<file path="config.mk">
export PLATFORM = sky130hd
export DESIGN_NAME = multi_rate_tick_timebase_unit
export DESIGN_NICKNAME = d
export VERILOG_FILES = /design/src/hdl/mrtt_pkg.sv /design/src/hdl/mrtt_cfg.sv /design/src/hdl/mrtt_step.sv /design/src/hdl/multi_rate_tick_timebase_unit.sv
export SDC_FILE = /design/constraint.sdc
export NUM_CORES = 1
export LEC_CHECK = 0
export BUFFER_PORTS_ARGS = -buffer_cell sky130_fd_sc_hd__buf_2
export CAP_MARGIN = 20
export CORE_MARGIN = 1
export CORE_UTILIZATION = 34
export CTS_CLUSTER_DIAMETER = 40
export DETAILED_ROUTE_END_ITERATION = 10
export GPL_ROUTABILITY_DRIVEN = 0
export GPL_TIMING_DRIVEN = 0
export HOLD_SLACK_MARGIN = 0.08
export SLEW_MARGIN = 20
export SYNTH_ARGS = -nofsm -noshare
export SYNTH_HDL_FRONTEND = slang
export SYNTH_SLANG_ARGS = --single-unit
export TNS_END_PERCENT = 20
</file>
<file path="constraint.sdc">
create_clock -name clk -period 4.3 [get_ports clk]
set_input_delay 0.645 -clock clk [delete_from_list [all_inputs] [get_ports clk]]
set_output_delay 0.645 -clock clk [all_outputs]
set_load 0.01 [all_outputs]
</file>
<file path="src/hdl/mrtt_pkg.sv">
// shared types and constants for the multi-rate tick timebase
// no dependencies; imported by every module of the block
package mrtt_pkg;

  localparam int S_TDATA_W = 8;
  localparam int M_TDATA_W = 104;
  localparam int CFG_IDX_W = 2;
  localparam int CFG_DATA_W = 31;

  localparam logic [31:0] FAST_STEP_US = 32'd50;
  localparam logic [10:0] REM_STEP_US = 11'd50;
  localparam logic [10:0] MS_US = 11'd1000;
  localparam logic [13:0] ADC_STEP_US = 14'd100;
  localparam logic [13:0] ADC_SPAN_US = 14'd10000;
  localparam logic [20:0] APP_STEP_US = 21'd100;
  localparam logic [19:0] MIN_INTERVAL_US = 20'd100;
  localparam logic [30:0] WRAP_LIMIT_RST = 31'd60000000;
  localparam logic [30:0] WRAP_MARGIN_RST = 31'd2000000;

  typedef enum logic [1:0] {
    SRC_FAST = 2'd0,
    SRC_SLOW = 2'd1,
    SRC_AUX  = 2'd2,
    SRC_SYS  = 2'd3
  } tick_src_t;

  typedef enum logic [CFG_IDX_W-1:0] {
    REG_APP_INTERVAL = 2'd0,
    REG_WRAP_LIMIT   = 2'd1,
    REG_WRAP_MARGIN  = 2'd2
  } cfg_reg_t;

  // configuration as seen by the datapath
  typedef struct packed {
    logic [19:0] interval;  // already clamped to the minimum
    logic [30:0] limit;
    logic [31:0] bound;     // limit plus margin
  } cfg_t;

  // one result item, us_time in the lowest bits
  typedef struct packed {
    logic        sys_tick;
    logic        aux_tick;
    logic        app_tick;
    logic        adc_start;
    logic [31:0] fast_tick_count;
    logic [31:0] ms_time;
    logic [31:0] us_time;
  } result_t;

endpackage

</file>
<file path="src/hdl/mrtt_cfg.sv">
// configuration registers for the multi-rate tick timebase
// depends on mrtt_pkg
module mrtt_cfg (
  input  logic                             clk,
  input  logic                             rst,
  input  logic                             wr_en,
  input  logic [mrtt_pkg::CFG_IDX_W-1:0]  wr_index,
  input  logic [mrtt_pkg::CFG_DATA_W-1:0] wr_data,
  output mrtt_pkg::cfg_t                   cfg
);
  import mrtt_pkg::*;

  logic [19:0] interval;
  logic [30:0] limit;
  logic [30:0] margin;
  logic [31:0] bound;

  always_ff @(posedge clk) begin
    if (rst) begin
      interval <= MIN_INTERVAL_US;
      limit    <= WRAP_LIMIT_RST;
      margin   <= WRAP_MARGIN_RST;
      bound    <= {1'b0, WRAP_LIMIT_RST} + {1'b0, WRAP_MARGIN_RST};
    end else if (wr_en) begin
      case (cfg_reg_t'(wr_index))
        REG_APP_INTERVAL: begin
          interval <= (wr_data[19:0] < MIN_INTERVAL_US) ? MIN_INTERVAL_US : wr_data[19:0];
        end
        REG_WRAP_LIMIT: begin
          limit <= wr_data;
          bound <= {1'b0, wr_data} + {1'b0, margin};
        end
        REG_WRAP_MARGIN: begin
          margin <= wr_data;
          bound  <= {1'b0, limit} + {1'b0, wr_data};
        end
        default: begin
          // unused index, write dropped
        end
      endcase
    end
  end

  assign cfg.interval = interval;
  assign cfg.limit    = limit;
  assign cfg.bound    = bound;

endmodule

</file>
<file path="src/hdl/mrtt_step.sv">
// timebase counters and their per-tick update
// depends on mrtt_pkg
module mrtt_step (
  input  logic              clk,
  input  logic              rst,
  input  logic              advance,
  input  logic [1:0]        src,
  input  mrtt_pkg::cfg_t    cfg,
  output mrtt_pkg::result_t res
);
  import mrtt_pkg::*;

  logic [31:0] us_count, us_count_next;
  logic [10:0] ms_remainder, ms_remainder_next;
  logic [31:0] ms_count, ms_count_next;
  logic [31:0] fast_count, fast_count_next;
  logic [13:0] adc_count, adc_count_next;
  logic [20:0] app_count, app_count_next;
  logic [10:0] rem_sum;
  logic [13:0] adc_sum;
  logic [20:0] app_sum;
  logic        adc_pulse;
  logic        app_pulse;

  assign rem_sum = ms_remainder + REM_STEP_US;
  assign adc_sum = adc_count + ADC_STEP_US;
  assign app_sum = app_count + APP_STEP_US;

  always_comb begin
    us_count_next     = us_count;
    ms_remainder_next = ms_remainder;
    ms_count_next     = ms_count;
    fast_count_next   = fast_count;
    adc_count_next    = adc_count;
    app_count_next    = app_count;
    adc_pulse         = 1'b0;
    app_pulse         = 1'b0;
    case (tick_src_t'(src))
      SRC_FAST: begin
        fast_count_next = fast_count + 32'd1;
        if (us_count >= cfg.bound) begin
          us_count_next = us_count - {1'b0, cfg.limit};
        end else begin
          us_count_next = us_count + FAST_STEP_US;
        end
        if (rem_sum >= MS_US) begin
          ms_remainder_next = rem_sum - MS_US;
          ms_count_next     = ms_count + 32'd1;
        end else begin
          ms_remainder_next = rem_sum;
        end
      end
      SRC_SLOW: begin
        if (adc_sum > ADC_SPAN_US) begin
          adc_pulse      = 1'b1;
          adc_count_next = '0;
        end else begin
          adc_count_next = adc_sum;
        end
        if (app_sum > {1'b0, cfg.interval}) begin
          app_pulse      = 1'b1;
          app_count_next = app_sum - {1'b0, cfg.interval};
        end else begin
          app_count_next = app_sum;
        end
      end
      default: begin
        // aux and system ticks leave the counters alone
      end
    endcase
  end

  always_ff @(posedge clk) begin
    if (rst) begin
      us_count     <= '0;
      ms_remainder <= '0;
      ms_count     <= '0;
      fast_count   <= '0;
      adc_count    <= '0;
      app_count    <= '0;
    end else if (advance) begin
      us_count     <= us_count_next;
      ms_remainder <= ms_remainder_next;
      ms_count     <= ms_count_next;
      fast_count   <= fast_count_next;
      adc_count    <= adc_count_next;
      app_count    <= app_count_next;
    end
  end

  assign res.us_time         = us_count_next;
  assign res.ms_time         = ms_count_next;
  assign res.fast_tick_count = fast_count_next;
  assign res.adc_start       = adc_pulse;
  assign res.app_tick        = app_pulse;
  assign res.aux_tick        = (tick_src_t'(src) == SRC_AUX);
  assign res.sys_tick        = (tick_src_t'(src) == SRC_SYS);

endmodule

</file>
<file path="src/hdl/multi_rate_tick_timebase_unit.sv">
// top level of the multi-rate tick timebase
// depends on mrtt_pkg, mrtt_cfg and mrtt_step
//
// usage
//   s_axis carries one tick event per transfer, tick_source in tdata[1:0]:
//   fast 50 us tick, slow 100 us tick, auxiliary tick or system tick
//   m_axis returns exactly one result per tick: microsecond time, millisecond
//   count and fast tick count after that tick, plus the adc start, app tick,
//   aux and sys pulses
//   cfg_* writes app interval, wrap limit and wrap margin by index; it is
//   always ready and is meant to be used only while no tick is in flight
// timing
//   a tick transfer lands in the input register; once the output register is
//   free or draining, the counters update and the result is captured in the
//   output register, which offers it on m_axis
//   one tick per cycle is sustained while m_axis_tready is high; the update
//   from input to output register is a single pass of adders and compares
// reset
//   rst is synchronous, active high: counters clear, both registers empty,
//   configuration returns to 100 us interval, 60 s limit and 2 s margin
// stall
//   while m_axis_tready is low the result holds; one more tick is still taken
//   into the input register, then s_axis_tready drops until the output drains
module multi_rate_tick_timebase_unit (
  input  logic                             clk,
  input  logic                             rst,
  // slave stream: [1:0] tick_source, [7:2] zero
  input  logic                             s_axis_tvalid,
  output logic                             s_axis_tready,
  input  logic [mrtt_pkg::S_TDATA_W-1:0]  s_axis_tdata,
  // master stream: [31:0] us_time, [63:32] ms_time, [95:64] fast_tick_count,
  // [96] adc_start, [97] app_tick, [98] aux_tick, [99] sys_tick, [103:100] zero
  output logic                             m_axis_tvalid,
  input  logic                             m_axis_tready,
  output logic [mrtt_pkg::M_TDATA_W-1:0]  m_axis_tdata,
  // configuration write channel
  input  logic                             cfg_valid,
  output logic                             cfg_ready,
  input  logic [mrtt_pkg::CFG_IDX_W-1:0]  cfg_index,
  input  logic [mrtt_pkg::CFG_DATA_W-1:0] cfg_data
);
  import mrtt_pkg::*;

  logic        in_valid;
  logic [1:0]  in_src;
  logic        out_valid;
  result_t     out_data;
  result_t     res;
  cfg_t        cfg;
  logic        advance;
  logic        s_xfer;

  // input register moves on when the output register is free or draining
  assign advance       = in_valid && (!out_valid || m_axis_tready);
  assign s_axis_tready = !in_valid || advance;
  assign s_xfer        = s_axis_tvalid && s_axis_tready;
  assign cfg_ready     = 1'b1;

  mrtt_cfg u_cfg (
    .clk      (clk),
    .rst      (rst),
    .wr_en    (cfg_valid && cfg_ready),
    .wr_index (cfg_index),
    .wr_data  (cfg_data),
    .cfg      (cfg)
  );

  mrtt_step u_step (
    .clk     (clk),
    .rst     (rst),
    .advance (advance),
    .src     (in_src),
    .cfg     (cfg),
    .res     (res)
  );

  // input register control
  always_ff @(posedge clk) begin
    if (rst) begin
      in_valid <= 1'b0;
    end else if (s_axis_tready) begin
      in_valid <= s_axis_tvalid;
    end
  end

  // tick payload, no reset needed
  always_ff @(posedge clk) begin
    if (s_xfer) begin
      in_src <= s_axis_tdata[1:0];
    end
  end

  // output register control
  always_ff @(posedge clk) begin
    if (rst) begin
      out_valid <= 1'b0;
    end else if (advance) begin
      out_valid <= 1'b1;
    end else if (m_axis_tready) begin
      out_valid <= 1'b0;
    end
  end

  always_ff @(posedge clk) begin
    if (advance) begin
      out_data <= res;
    end
  end

  assign m_axis_tvalid = out_valid;
  assign m_axis_tdata  = {4'b0000, out_data};

endmodule

</file>
== Word level (Yosys, flattened, before mapping) ==
Index checks and enable logic that the tools add are counted.

* Flip-flop bits (word level): 360
* Bits of input ports: 46
* Output and inout port bits: 107
* Word-level logic and storage cells: 71

* Add/sub/neg operators: 11
* $lt $le $gt $ge: 5
* Eq/ne operators: 5
* Muxes and demuxes: 14
* Reduce and logical (&&, ||, !) cells: 16

{| class="wikitable"
|+ Operators by type and width
! kind !! count
|-
| $mux W32 || 5
|-
| $add A31 B31 Y32 || 2
|-
| $add A32 B1 Y32 const B || 2
|-
| $pmux W32 S2 || 1
|-
| $add A32 B6 Y32 const B || 1
|-
| $ge A32 B32 Y1 || 1
|-
| $sub A32 B31 Y32 || 1
|-
| $add A21 B7 Y21 const B || 1
|-
| $gt A21 B20 Y1 || 1
|-
| $mux W21 || 1
|-
| $sub A21 B20 Y21 || 1
|-
| $lt A20 B7 Y1 const B || 1
|-
| $mux W20 || 1
|-
| $add A14 B7 Y14 const B || 1
|-
| $gt A14 B14 Y1 const B || 1
|-
| $mux W14 || 1
|-
| $reduce_and A2 Y1 || 6
|-
| $add A11 B6 Y11 const B || 1
|-
| $ge A11 B10 Y1 const B || 1
|-
| $mux W11 || 1
|-
| $sub A11 B10 Y11 const B || 1
|-
| $eq A2 B2 Y1 const B || 3
|-
| $eq A2 B1 Y1 const B || 2
|-
| $logic_not A2 Y1 || 2
|-
| 5 further kinds || 12
|}

== Longest topological paths before layout ==
Gate-level depths: netlist (run 1).

* Word-level depth: 5
* Mapped depth: 16
* Depth with buffers taken out: 14

== Hierarchy ==
Synthesis (run 1) repeated with hierarchy kept, for this count alone.

* Cell total of the unflattened synthesis: 2597
* Area, all modules: 21804.7 um2

{| class="wikitable"
|+ By module, submodules not included
! module !! times used !! cells each !! area each (um2) !! sequential area each (um2)
|-
| mrtt_step || 1 || 1682 || 12299.3 || 2782.7
|-
| mrtt_cfg || 1 || 796 || 6293.5 || 2282.2
|-
| multi_rate_tick_timebase_unit || 1 || 119 || 3211.8 || 3103.0
|}

== Worst setup path before layout (run 1) ==
Ideal clock, no wire load.

* Path kind: input -> register
* From: input port m_axis_tready
* To: register u_step.fast_count[19]
* Setup time: 0.128 ns
* Arrival: 4.541 ns
* Data required time: 4.172 ns
* Path slack: -0.369 ns
* Stages: 8
* Path buffers: 2
* Cells stage by stage: nor2b_1 > nand2b_1 > clkbuf_1 > clkinv_1 > clkbuf_1 > nand2_1 > xor2_1 > nor2_1

* Cells in the longest elaborated chain, start to end: 2

{| class="wikitable"
|+ RTL lines
! item !! RTL line !! source
|-
| start, declared || multi_rate_tick_timebase_unit.sv:34 || <nowiki>input logic m_axis_tready,</nowiki>
|-
| $logic_or A1 B1 Y1 || multi_rate_tick_timebase_unit.sv:54 || <nowiki>assign advance = in_valid && (!out_valid || m_axis_tready);</nowiki>
|-
| $logic_and A1 B1 Y1 || multi_rate_tick_timebase_unit.sv:54 ||
|-
| via advance || multi_rate_tick_timebase_unit.sv:50 || <nowiki>logic advance;</nowiki>
|-
| end signal, assigned || mrtt_step.sv:85 || <nowiki>fast_count <= fast_count_next;</nowiki>
|-
| end, declared || mrtt_step.sv:16 || <nowiki>logic [31:0] fast_count, fast_count_next;</nowiki>
|}

The timed path passes the listed nets, and every way through them passes these cells.
A chain may end at the register's enable or synchronous reset.

==> key figures, run 1 <==
Status
  – Status: complete, no violations

Synth
  – Post-synth EDFFs: 102
  – Synth top area cells: dfxtp_1, edfxtp_1, ha_1
  – Netlist cell types: 83
  – Yosys reg bits: ~360
  – Gate Count Post-Synth: between 2000 and 3000
  – Synth warn: 0
  – Top-count cell post-synth: nand2_1
  – Synth Cell Area: 0.0216 mm^2
  – Post-synth top cells: nand2_1, dfxtp_1, a21oi_1
  – Asr flop ratio synth: 0%
  – Post-synthesis sequential area ratio: a little under two fifths
  – Syn_area_per_cell: between 8 and 9 um^2
  – Share of Yosys cell area claimed by the top area cell type: about a quarter
  – Cell taking the most area after synthesis: dfxtp_1
  – Main synth FF type: dfxtp_1

Clock tree
  – Max clock buf depth: 3
  – CTS root buf: clkbuf_16
  – Skew-Pair Late Insertion Delay: around 0.62 ns
  – CTS Sinks: around 360
  – Worst-path clk slew: 0.06 ns
  – CTS tree: yes
  – CTS Buf Count: 66
  – Clock H-tree levels: 3

Power and ir drop
  – Lkg Pwr: between 9 and 10 nW
  – Peak supply drop: roughly 0.23 mV
  – Total power: between 10 and 15 mW
  – Power per cell area: around 400 mW/mm^2

Placement
  – Place WS: -0.811 ns
  – Dpl hpwl: a little under 50 mm
  – IO Port Bufs: 140
  – Placed cell areas: 0.0234 mm^2

Global route
  – Total Routing Usage GR: between 15 and 20%
  – First-pass GRT wire length: slightly above 100 mm
  – Maximum number of pins on one net before global-route repair: 73
  – Initial antenna violation count: 0
  – Gr ovfl total: 0
  – Vias in the first global route: 17700

Timing
  – Setup-failing EPs final: 0
  – RSZ-0062 raised after global routing: yes
  – Fmax: approximately 240 MHz
  – Final count of hold timing violations: 0
  – Max Slew Vio Count: 0
  – Fin crit share: between 90% and 100%
  – Max-slew headroom: 25.6%
  – PnR worst setup slack: between 0.1 and 0.15 ns
  – Worst Skew: roughly 0.034 ns
  – Slew of the pin with the lowest slew margin: around 1.1 ns
  – Hold Slack: 0.204 ns
  – Fin crit period: between 4 and 5 ns

Detailed routing
  – Routed Antenna Nets: 0
  – Residual DRC count: 0
  – WL final: 65.4 mm
  – DR vias: 19300
  – First-pass detailed-route iteration total: 5
  – Initial drt markers: about 1400
  – Drt via density: ~5.2
  – Routed WL per cell: about 18 um

Floorplanning
  – Die X: roughly 250 um
  – Height of the chip: 254 um
  – Initial Util: 34.4%
  – Core ar.: ~0.063 mm^2
  – Cell row count: 92
  – Num ports: about 150
  – Die Area: around 0.065 mm^2

Worst setup path
  – WS Path Type: flop to flop
  – Worst setup SP type: flop
  – CP arrival: 4.55 ns
  – Worst Path Max Fanout: 10
  – Critical path endpoint category: flop
  – Worst Path Required: approximately 4.7 ns

Finish
  – Area grow syn2layout: 19.1%
  – Nets: 2975
  – Design Area, Final: approximately 0.026 mm^2
  – Share of layout cells above drive strength 1: 12.1%
  – Number of fill cells: 6448
  – Diodes inserted: 0

Flow run
  – Max-Cap Viols: 0

Min path
  – Worst hold path class: primary input to flop
-- logic make-up (layout without fill, tap and decap cells) --
group / Yosys count / after routing / share of synthesized area, %
compound gates: 617 / 617 / 18.0
flops: 357 / 357 / 37.8
buf+inv: 270 / 531 / 4.81
mux: 58 / 58 / 2.90
fa+ha+maj: 130 / 130 / 7.62
other cells: 2 / 5 / 0.0347
simple gates: 937 / 937 / 20.2
xor+xnor: 215 / 215 / 8.70
-- layout make-up --
| type | instances | area [um^2] | share of cell area, % |
|---|---|---|---|
| Multi-Input combinational cell | 1962 | 12500 | 48.4 |
| Inverter | 129 | 484 | 1.88 |
| Timing Repair Buffer | 143 | 743 | 2.88 |
| Sequential cell | 357 | 8170 | 31.7 |
| Tap cell | 846 | 1060 | 4.11 |
| Buffer | 140 | 577 | 2.24 |
| Clock inverter | 44 | 512 | 1.99 |
| Clock buffer | 75 | 1750 | 6.78 |
-- state kept, by name, indices dropped and copies added (netlist names), 12 cells and up --
| signal | flops |
|---|---|
| u_step.app_count | 21 |
| u_step.ms_count | 32 |
| u_step.us_count | 32 |
| u_cfg.bound | 32 |
| u_cfg.limit | 31 |
| u_cfg.margin | 31 |
| u_step.fast_count | 32 |
| u_step.adc_count | 12 |
| u_cfg.interval | 20 |
| m_axis_tdata | 100 |
-- layout by cell type (no fill, tap or decap), types with 10 or more instances in the layout --
master and n:
o21ai_0 133, and3_1 26, inv_6 10, xor2_1 93
nand2_1 376, nor2_1 200, o211ai_1 38, clkbuf_16 67
dfxtp_1 255, nand2b_1 15, or4_1 10, buf_1 11
buf_2 144, or3_1 28, o21bai_1 11, clkbuf_1 115
mux2i_1 20, nand3_1 104, nor4_1 19, mux2_2 38
nor3_1 42, a211oi_1 38, nor2b_1 12, nand4_1 43
inv_1 128, a31oi_1 29, and2_1 15, o21a_1 18
a21o_1 34, a21oi_1 203, o31ai_1 15, xnor2_1 122
edfxtp_1 102, ha_1 126
-- metal layers --
metal | global-route usage [%] | wire [um]
met1 | 27.9 | 31200
met2 | 31.6 | 29300
met3 | 2.87 | 3650
met4 | 6.14 | 1260
met5 | 0 | 0
-- power breakdown --
group          switching [mW]  internal, mW  total [mW]  leakage, nW
Combinational           0.885         0.497        1.38         5.88
Sequential             0.0660          3.58        3.65         3.01
Clock                    2.01          3.26        5.26         1.10
Total                    2.96          7.33        10.3         9.98
-- stage by stage --
step | utilization (%) | setup TNS [ns] | std cells
final | 40.9 | 0 | 3696
after global routing | 40.9 | -0.0578 | 3696
after CTS | 40.9 | -0.000167 | 3695
after detailed placement | 37.2 | -16.12 | 3576
after global placement | 37.2 | -38.33 | 3575
after floorplan | - | 0 | 2589
-- worst max-delay path, cell delays in order (launching register included) --
cell and delay (ns):
dfxtp_1 0.38, ha_1 0.33, nand4_1 0.12, nor2_1 0.13, nand2_1 0.08, or4_1 0.55
o211ai_1 0.44, clkbuf_1 0.53, clkbuf_1 0.52, nand2_1 0.36, o21ai_0 0.52
-- what timing repair did --
| item | CTS | global route |
|---|---|---|
| gates resized for setup | 6 | 14 |
| hold buffers | 0 | 0 |
| pin swaps | 0 | 1 |
| setup endpoints to repair | 22 | 27 |
| buffers inserted | 0 | 2 |
-- worst paths after layout --
kind,end,slack [ns],from,cells after the start
min,in_src[0],0.20,s_axis_tdata[0],1
max reg2reg,m_axis_tdata[0],0.10,u_step.us_count[30],10
max,m_axis_tdata[0],0.10,u_step.us_count[30],10
min reg2reg,u_cfg.bound[18],0.45,u_cfg.bound[18],2
Note: power is estimated with default switching activity, not from simulation.
==> run 2: changes to the inputs <==
--- a/config.mk
+++ b/config.mk
@@ -17,5 +17,6 @@
 export SLEW_MARGIN = 20
 export SYNTH_ARGS = -nofsm -noshare
 export SYNTH_HDL_FRONTEND = slang
+export SYNTH_HIERARCHICAL = 1
 export SYNTH_SLANG_ARGS = --single-unit
 export TNS_END_PERCENT = 20
==> constraint.sdc (replaced) <==
create_clock -name clk -period 4.3 [get_ports clk]
set_input_delay 0 -clock clk [delete_from_list [all_inputs] [get_ports clk]]
set_output_delay 0 -clock clk [all_outputs]
set_load 0.01 [all_outputs]
==> run 2 against run 1 <==
Compared with the run above: via count rose by 0.64%; global-route usage fell by 0.34 points; critical path depth rose by 8; non-clock buffer count rose by 42; critical path type unchanged; critical endpoint is now u_step/app_count[7]; highest routed layer is now met5.
==> key figures, run 2 <==
Clock tree
  – CTS root buf: clkbuf_16
  – Clock H-tree levels: 3
  – Worst-path clk slew: about 0.050 ns
  – CTS Buf Count: 71
  – Skew-Pair Late Insertion Delay: ~0.62 ns
  – CTS tree: yes
  – CTS Sinks: between 300 and 400
  – Max clock buf depth: 3

Synth
  – Yosys reg bits: between 300 and 400
  – Synth Cell Area: between 0.02 and 0.025 mm^2
  – Asr flop ratio synth: 0%
  – Gate Count Post-Synth: approximately 2600
  – Post-synthesis sequential area ratio: a little under two fifths
  – Post-synth EDFFs: between 100 and 150
  – Share of Yosys cell area claimed by the top area cell type: between 20% and 30%
  – Main synth FF type: dfxtp_1
  – Synth top area cells: dfxtp_1, edfxtp_1, ha_1
  – Top-count cell post-synth: nand2_1
  – Syn_area_per_cell: approximately 8.4 um^2
  – Netlist cell types: between 100 and 150
  – Cell taking the most area after synthesis: dfxtp_1
  – Post-synth top cells: nand2_1, dfxtp_1, a21oi_1
  – Synth warn: 6

Global route
  – Maximum number of pins on one net before global-route repair: 56
  – Initial antenna violation count: 1
  – Gr ovfl total: 0
  – Vias in the first global route: 17800
  – First-pass GRT wire length: approximately 100 mm
  – Total Routing Usage GR: ~20%

Timing
  – Slew of the pin with the lowest slew margin: 1.03 ns
  – TNS Setup: 0 ns
  – PnR worst setup slack: 0.271 ns
  – Max Slew Vio Count: 0
  – Final count of hold timing violations: 0
  – Fin crit period: 4.03 ns
  – Fmax: roughly 250 MHz
  – Setup-failing EPs final: 0
  – Fin crit share: between 90% and 100%
  – Worst Skew: about 0.039 ns
  – RSZ-0062 raised after global routing: yes
  – Max-slew headroom: around a third

Worst setup path
  – CP arrival: around 4.5 ns
  – Worst Path Required: between 4 and 5 ns
  – Critical path endpoint category: flop
  – Beginning of the critical path: u_step/app_count[2]
  – Worst setup SP type: flop
  – FF-to-FF Start: u_step/app_count[2]
  – Worst Path Max Fanout: 10
  – WS Path Type: flop to flop

Floorplanning
  – Die X: roughly 260 um
  – Cell row count: 92
  – Height of the chip: around 260 um
  – Initial Util: about a third
  – Core ar.: between 0.06 and 0.07 mm^2
  – Num ports: 153
  – Die Area: roughly 0.065 mm^2

Power and ir drop
  – Peak supply drop: roughly 0.25 mV
  – Lkg Pwr: 10.7 nW
  – Power per cell area: approximately 400 mW/mm^2

Detailed routing
  – Drt via density: around 5.2
  – Initial drt markers: ~1300
  – DR vias: between 15000 and 20000
  – Routed Antenna Nets: 0
  – Routed WL per cell: 17.2 um
  – First-pass detailed-route iteration total: 5
  – WL final: about 65 mm
  – Residual DRC count: 0

Finish
  – Commonest non-fill, non-tap cell in the layout: nand2_1
  – Number of fill cells: 6391
  – Non-filler cells, final: 3760
  – Share of layout cells above drive strength 1: 13.1%
  – Design Area, Final: 0.0266 mm^2
  – Max reg flops: 100
  – Most frequent cells in the layout: nand2_1, dfxtp_1, a21oi_1
  – Core Util, Final: between 40% and 50%
  – Area grow syn2layout: 22.0%
  – Nets: 3033

Placement
  – Placed cell areas: 0.0236 mm^2
  – Dpl hpwl: approximately 48 mm
  – Placed cells: approximately 3600
  – Place WS: between 0.15 and 0.2 ns
  – IO Port Bufs: around 140

Min path
  – Worst Min Path Start: s_axis_tdata[0]
  – Worst hold path class: primary input to flop

Flow run
  – Max-Cap Viols: 0

Status
  – Status: complete, no violations
-- run 2: critical path, stage by stage (launching register included) --
cell     delay (ns)
dfxtp_1        0.43
ha_2           0.27
a211o_1        0.17
nor2b_2        0.21
and2_1         0.17
nand3_1        0.12
xnor2_2        0.18
ha_1           0.36
a21o_1         0.20
a21o_1         0.18
a21o_1         0.19
a21oi_1        0.20
o311a_1        0.20
o21ai_1        0.11
buf_2          0.23
buf_4          0.21
o41ai_1        0.27
a22oi_1        0.12
nor2_1         0.12
-- run 2: power by group --
group | total (mW) | internal [mW] | switching [mW]
sequential | 3.65 | 3.58 | 0.0711
clock | 5.78 | 3.77 | 2.01
combinational | 1.36 | 0.517 | 0.840
total | 10.8 | 7.86 | 2.92
-- run 2: what timing repair did --
| action | CTS | global route |
|---|---|---|
| hold buffers | 39 | 0 |
| endpoints found under the setup margin | 0 | 20 |
| setup buffers | 0 | 0 |
| resized for setup | 0 | 7 |
| endpoints found under the hold margin | 106 | 0 |
-- run 2: layout make-up --
| type | count | area [um^2] | share of cell area (%) |
|---|---|---|---|
| multi-input cells | 1978 | 12600 | 47.3 |
| flip-flops and latches | 357 | 8170 | 30.7 |
| clock buffers | 89 | 2020 | 7.59 |
| repair buffers | 182 | 1150 | 4.33 |
| well taps | 846 | 1060 | 3.98 |
| plain buffers | 143 | 626 | 2.35 |
| clock inverters | 43 | 528 | 1.98 |
| inverters | 121 | 454 | 1.71 |
| diodes | 1 | 2.50 | 0.00941 |
-- run 2: routing by layer --
layer  GRT usage (%)  share of wire [%]  vias to the layer above
li1                -                  -                     9750
met1            27.5                 48                     8879
met2            30.1                 43                      644
met3            3.81                6.4                      126
met4            6.35                2.5                        2
met5               0              0.020                        -
-- run 2: worst paths after layout --
| kind | end | slack [ns] | depth (start not counted) |
|---|---|---|---|
| min | in_src[0] | 0.14 | 2 |
| max reg2reg | u_step/app_count[7] | 0.27 | 18 |
| max | u_step/app_count[7] | 0.27 | 18 |
| min reg2reg | u_cfg/bound[12] | 0.45 | 2 |
-- run 2: cells by family (layout without fill, tap and decap cells) --
kind of cell | count (synthesis) | in the layout | share of synthesized area (%)
xor gates and xnor gates | 208 | 208 | 8.35
AOI/OAI and AO/OA | 654 | 654 | 18.8
muxes | 46 | 46 | 2.30
other | 2 | 6 | 0.0344
and+or+nand+nor | 932 | 932 | 20.3
buffers and inverters | 265 | 578 | 4.96
DFF | 357 | 357 | 37.5
adders and majority gates | 133 | 133 | 7.74
-- run 2: stage by stage --
stage | hold WS (ns) | total power, mW
finish | 0.141 | 10.8
global route | 0.141 | 11.2
CTS | 0.101 | 10.9
detailed placement | 0.184 | 5.02
global placement | 0.177 | 5.01
floorplan | 0.0624 | 4.61
==> run 3: changes to the inputs <==
--- a/config.mk
+++ b/config.mk
@@ -14,6 +14,7 @@
 export GPL_ROUTABILITY_DRIVEN = 0
 export GPL_TIMING_DRIVEN = 0
 export HOLD_SLACK_MARGIN = 0.08
+export RECOVER_POWER = 100
 export SLEW_MARGIN = 20
 export SYNTH_ARGS = -nofsm -noshare
 export SYNTH_HDL_FRONTEND = slang
==> run 3 against run 2 <==
Compared with the run above: final cell count is the same; critical path depth shrank 9; clock power is essentially flat; clock skew is essentially flat; setup slack lost 0.055 ns; combinational power is essentially flat; hold slack is essentially flat; flip-flop and latch count is the same; via count is essentially flat; first-iteration DRC count grew 1.4%; critical path type unchanged; critical endpoint is now m_axis_tdata[9]; highest routed layer unchanged.
==> key figures, run 3 (synthesis results as in run 2) <==
Status
  – Status: complete, no violations

Timing
  – Fin crit period: about 4.1 ns
  – Slew of the pin with the lowest slew margin: between 1 and 1.5 ns
  – Max Slew Vio Count: 0
  – Worst Skew: between 0.03 and 0.04 ns
  – Fmax: around 240 MHz
  – Max-slew headroom: approximately 30%
  – Hold Slack: 0.140 ns
  – Setup-failing EPs final: 0
  – RSZ-0062 raised after global routing: yes
  – TNS Setup: 0 ns
  – Final count of hold timing violations: 0
  – Fin crit share: 95.0%

Worst setup path
  – Endpoint of the worst register-to-register path: m_axis_tdata[9]
  – R2R Setup Slk: roughly 0.22 ns
  – WS Path Type: flop to flop
  – Worst Path Max Fanout: 10
  – Worst Path Required: around 4.7 ns
  – FF-to-FF Start: u_step/us_count[23]
  – Worst setup SP type: flop
  – Critical path endpoint category: flop
  – CP arrival: between 4 and 5 ns
  – R2R cell count: 9

Floorplanning
  – Initial Util: 34.5%
  – Num ports: about 150
  – Cell row count: 92
  – Height of the chip: between 200 and 300 um
  – Core ar.: 0.0632 mm^2
  – Die X: 255 um
  – Die Area: 0.0651 mm^2

Placement
  – IO Port Bufs: about 140
  – Placed cells: ~3600
  – Dpl hpwl: 48.4 mm

Detailed routing
  – Initial drt markers: 1353
  – Routed WL per cell: about 17 um
  – WL final: 64.9 mm
  – Drt via density: approximately 5.2
  – First-pass detailed-route iteration total: 5
  – DR vias: 19400
  – Routed Antenna Nets: 0
  – Residual DRC count: 0

Finish
  – Number of fill cells: about 6500
  – Most frequent cells in the layout: nand2_1, dfxtp_1, a21oi_1
  – Non-filler cells, final: between 3000 and 4000
  – Share of layout cells above drive strength 1: 9.23%
  – Area grow syn2layout: 21.2%
  – Max reg flops: 100
  – Multi-input logic area: ~0.013 mm^2
  – Commonest non-fill, non-tap cell in the layout: nand2_1
  – Nets: a little over 3000
  – Reg area: a little over 0.008 mm^2

Clock tree
  – Clock H-tree levels: 3
  – CTS Sinks: roughly 360
  – CTS Buf Count: between 70 and 80
  – Worst-path clk slew: roughly 0.06 ns
  – Max clock buf depth: 3
  – Skew-Pair Late Insertion Delay: a little over 0.6 ns
  – # Post-CTS Setup Buffers: 0
  – CTS tree: yes
  – CTS root buf: clkbuf_16

Power and ir drop
  – Power per cell area: about 410 mW/mm^2
  – Peak supply drop: between 0.2 and 0.3 mV
  – Lkg Pwr: between 10 and 15 nW

Global route
  – Gr ovfl total: 0
  – Total Routing Usage GR: 19.6%
  – Initial antenna violation count: 1
  – Maximum number of pins on one net before global-route repair: between 50 and 60
  – Vias in the first global route: around 18000
  – First-pass GRT wire length: roughly 100 mm

Flow run
  – Max-Cap Viols: 0

Min path
  – Worst Min Path Start: s_axis_tdata[0]
  – Worst Hold End: in_src[0]
  – Worst hold path class: primary input to flop
  – Depth of the worst hold-timing path: 2
-- run 3: cell count changes in the layout (fill, tap and decap cells not counted) --
cell | before | now
o21ai_0 | 126 | 127
buf_2 | 160 | 50
nand3b_1 | 8 | 9
buf_6 | 3 | 2
nand3b_4 | 1 | 0
and2_1 | 18 | 14
and2_0 | 1 | 7
o21ai_1 | 10 | 9
buf_1 | 8 | 3
and2_4 | 2 | 0
clkbuf_1 | 106 | 222
-- run 3: what timing repair did --
item	4_1_cts	5_1_grt
setup endpoints to repair	0	20
gates resized for setup	0	7
hold endpoints to repair	106	0
hold buffers	39	0
-- run 3: report_power, final --
part	internal (mW)	total (mW)	leakage [nW]	switching (mW)
clock network	3.77	5.78	1.23	2.01
logic	0.503	1.34	6.12	0.840
registers	3.58	3.65	3.00	0.0720
total	7.85	10.8	10.3	2.92
-- run 3: metrics by stage --
stage | cell area (um^2) | setup WS, ns | total power, mW | util (%)
2_1_floorplan | 21800 | 0.757 | 4.61 | -
3_3_place_gp | 23600 | 0.137 | 5.01 | 37.3
3_5_place_dp | 23600 | 0.173 | 5.02 | 37.4
4_1_cts | 26600 | 0.109 | 10.9 | 42.1
5_1_grt | 26400 | 0.00712 | 11.2 | 41.8
6_report | 26400 | 0.216 | 10.8 | 41.8
-- run 3: layout make-up --
type	instances	share of cell area [%]
flip-flops and latches	357	30.9
inverters	121	1.72
clock inverters	43	2.00
diodes	1	0.00947
multi-input cells	1978	47.6
well taps	846	4.00
plain buffers	143	2.31
repair buffers	182	3.86
clock buffers	89	7.64
-- run 3: worst max-delay path, cell delays in order (launching register included) --
cell and delay, ns:
dfxtp_1 0.44, ha_1 0.30, a2111oi_0 0.48, o221ai_1 0.22, a311oi_1 0.49, o21a_1 0.37
clkbuf_1 0.50, clkbuf_1 0.52, o21ai_0 0.28, a31oi_1 0.29
-- run 3: worst max path at each step --
stage	slack, ns	start	end	cells past startpoint
5_1_grt	0.007	u_step/app_count[4]	u_step/app_count[12]	16
2_1_floorplan	0.76	u_step/app_count[2]	m_axis_tdata[97]	17
6_report	0.22	u_step/us_count[23]	m_axis_tdata[9]	9
4_1_cts	0.11	u_step/us_count[30]	m_axis_tdata[0]	9
3_3_place_gp	0.14	u_step/app_count[4]	m_axis_tdata[97]	16
3_5_place_dp	0.17	u_step/us_count[30]	m_axis_tdata[0]	9
-- run 3: layer usage --
layer	global-route usage [%]	wire length [um]	vias up	part of all wire [%]
met5	0	13	-	0.020
met4	6.35	1710	2	2.6
met3	3.81	4440	127	6.8
met2	30.1	27700	659	43
met1	27.5	31000	8880	48
li1	-	-	9746	-
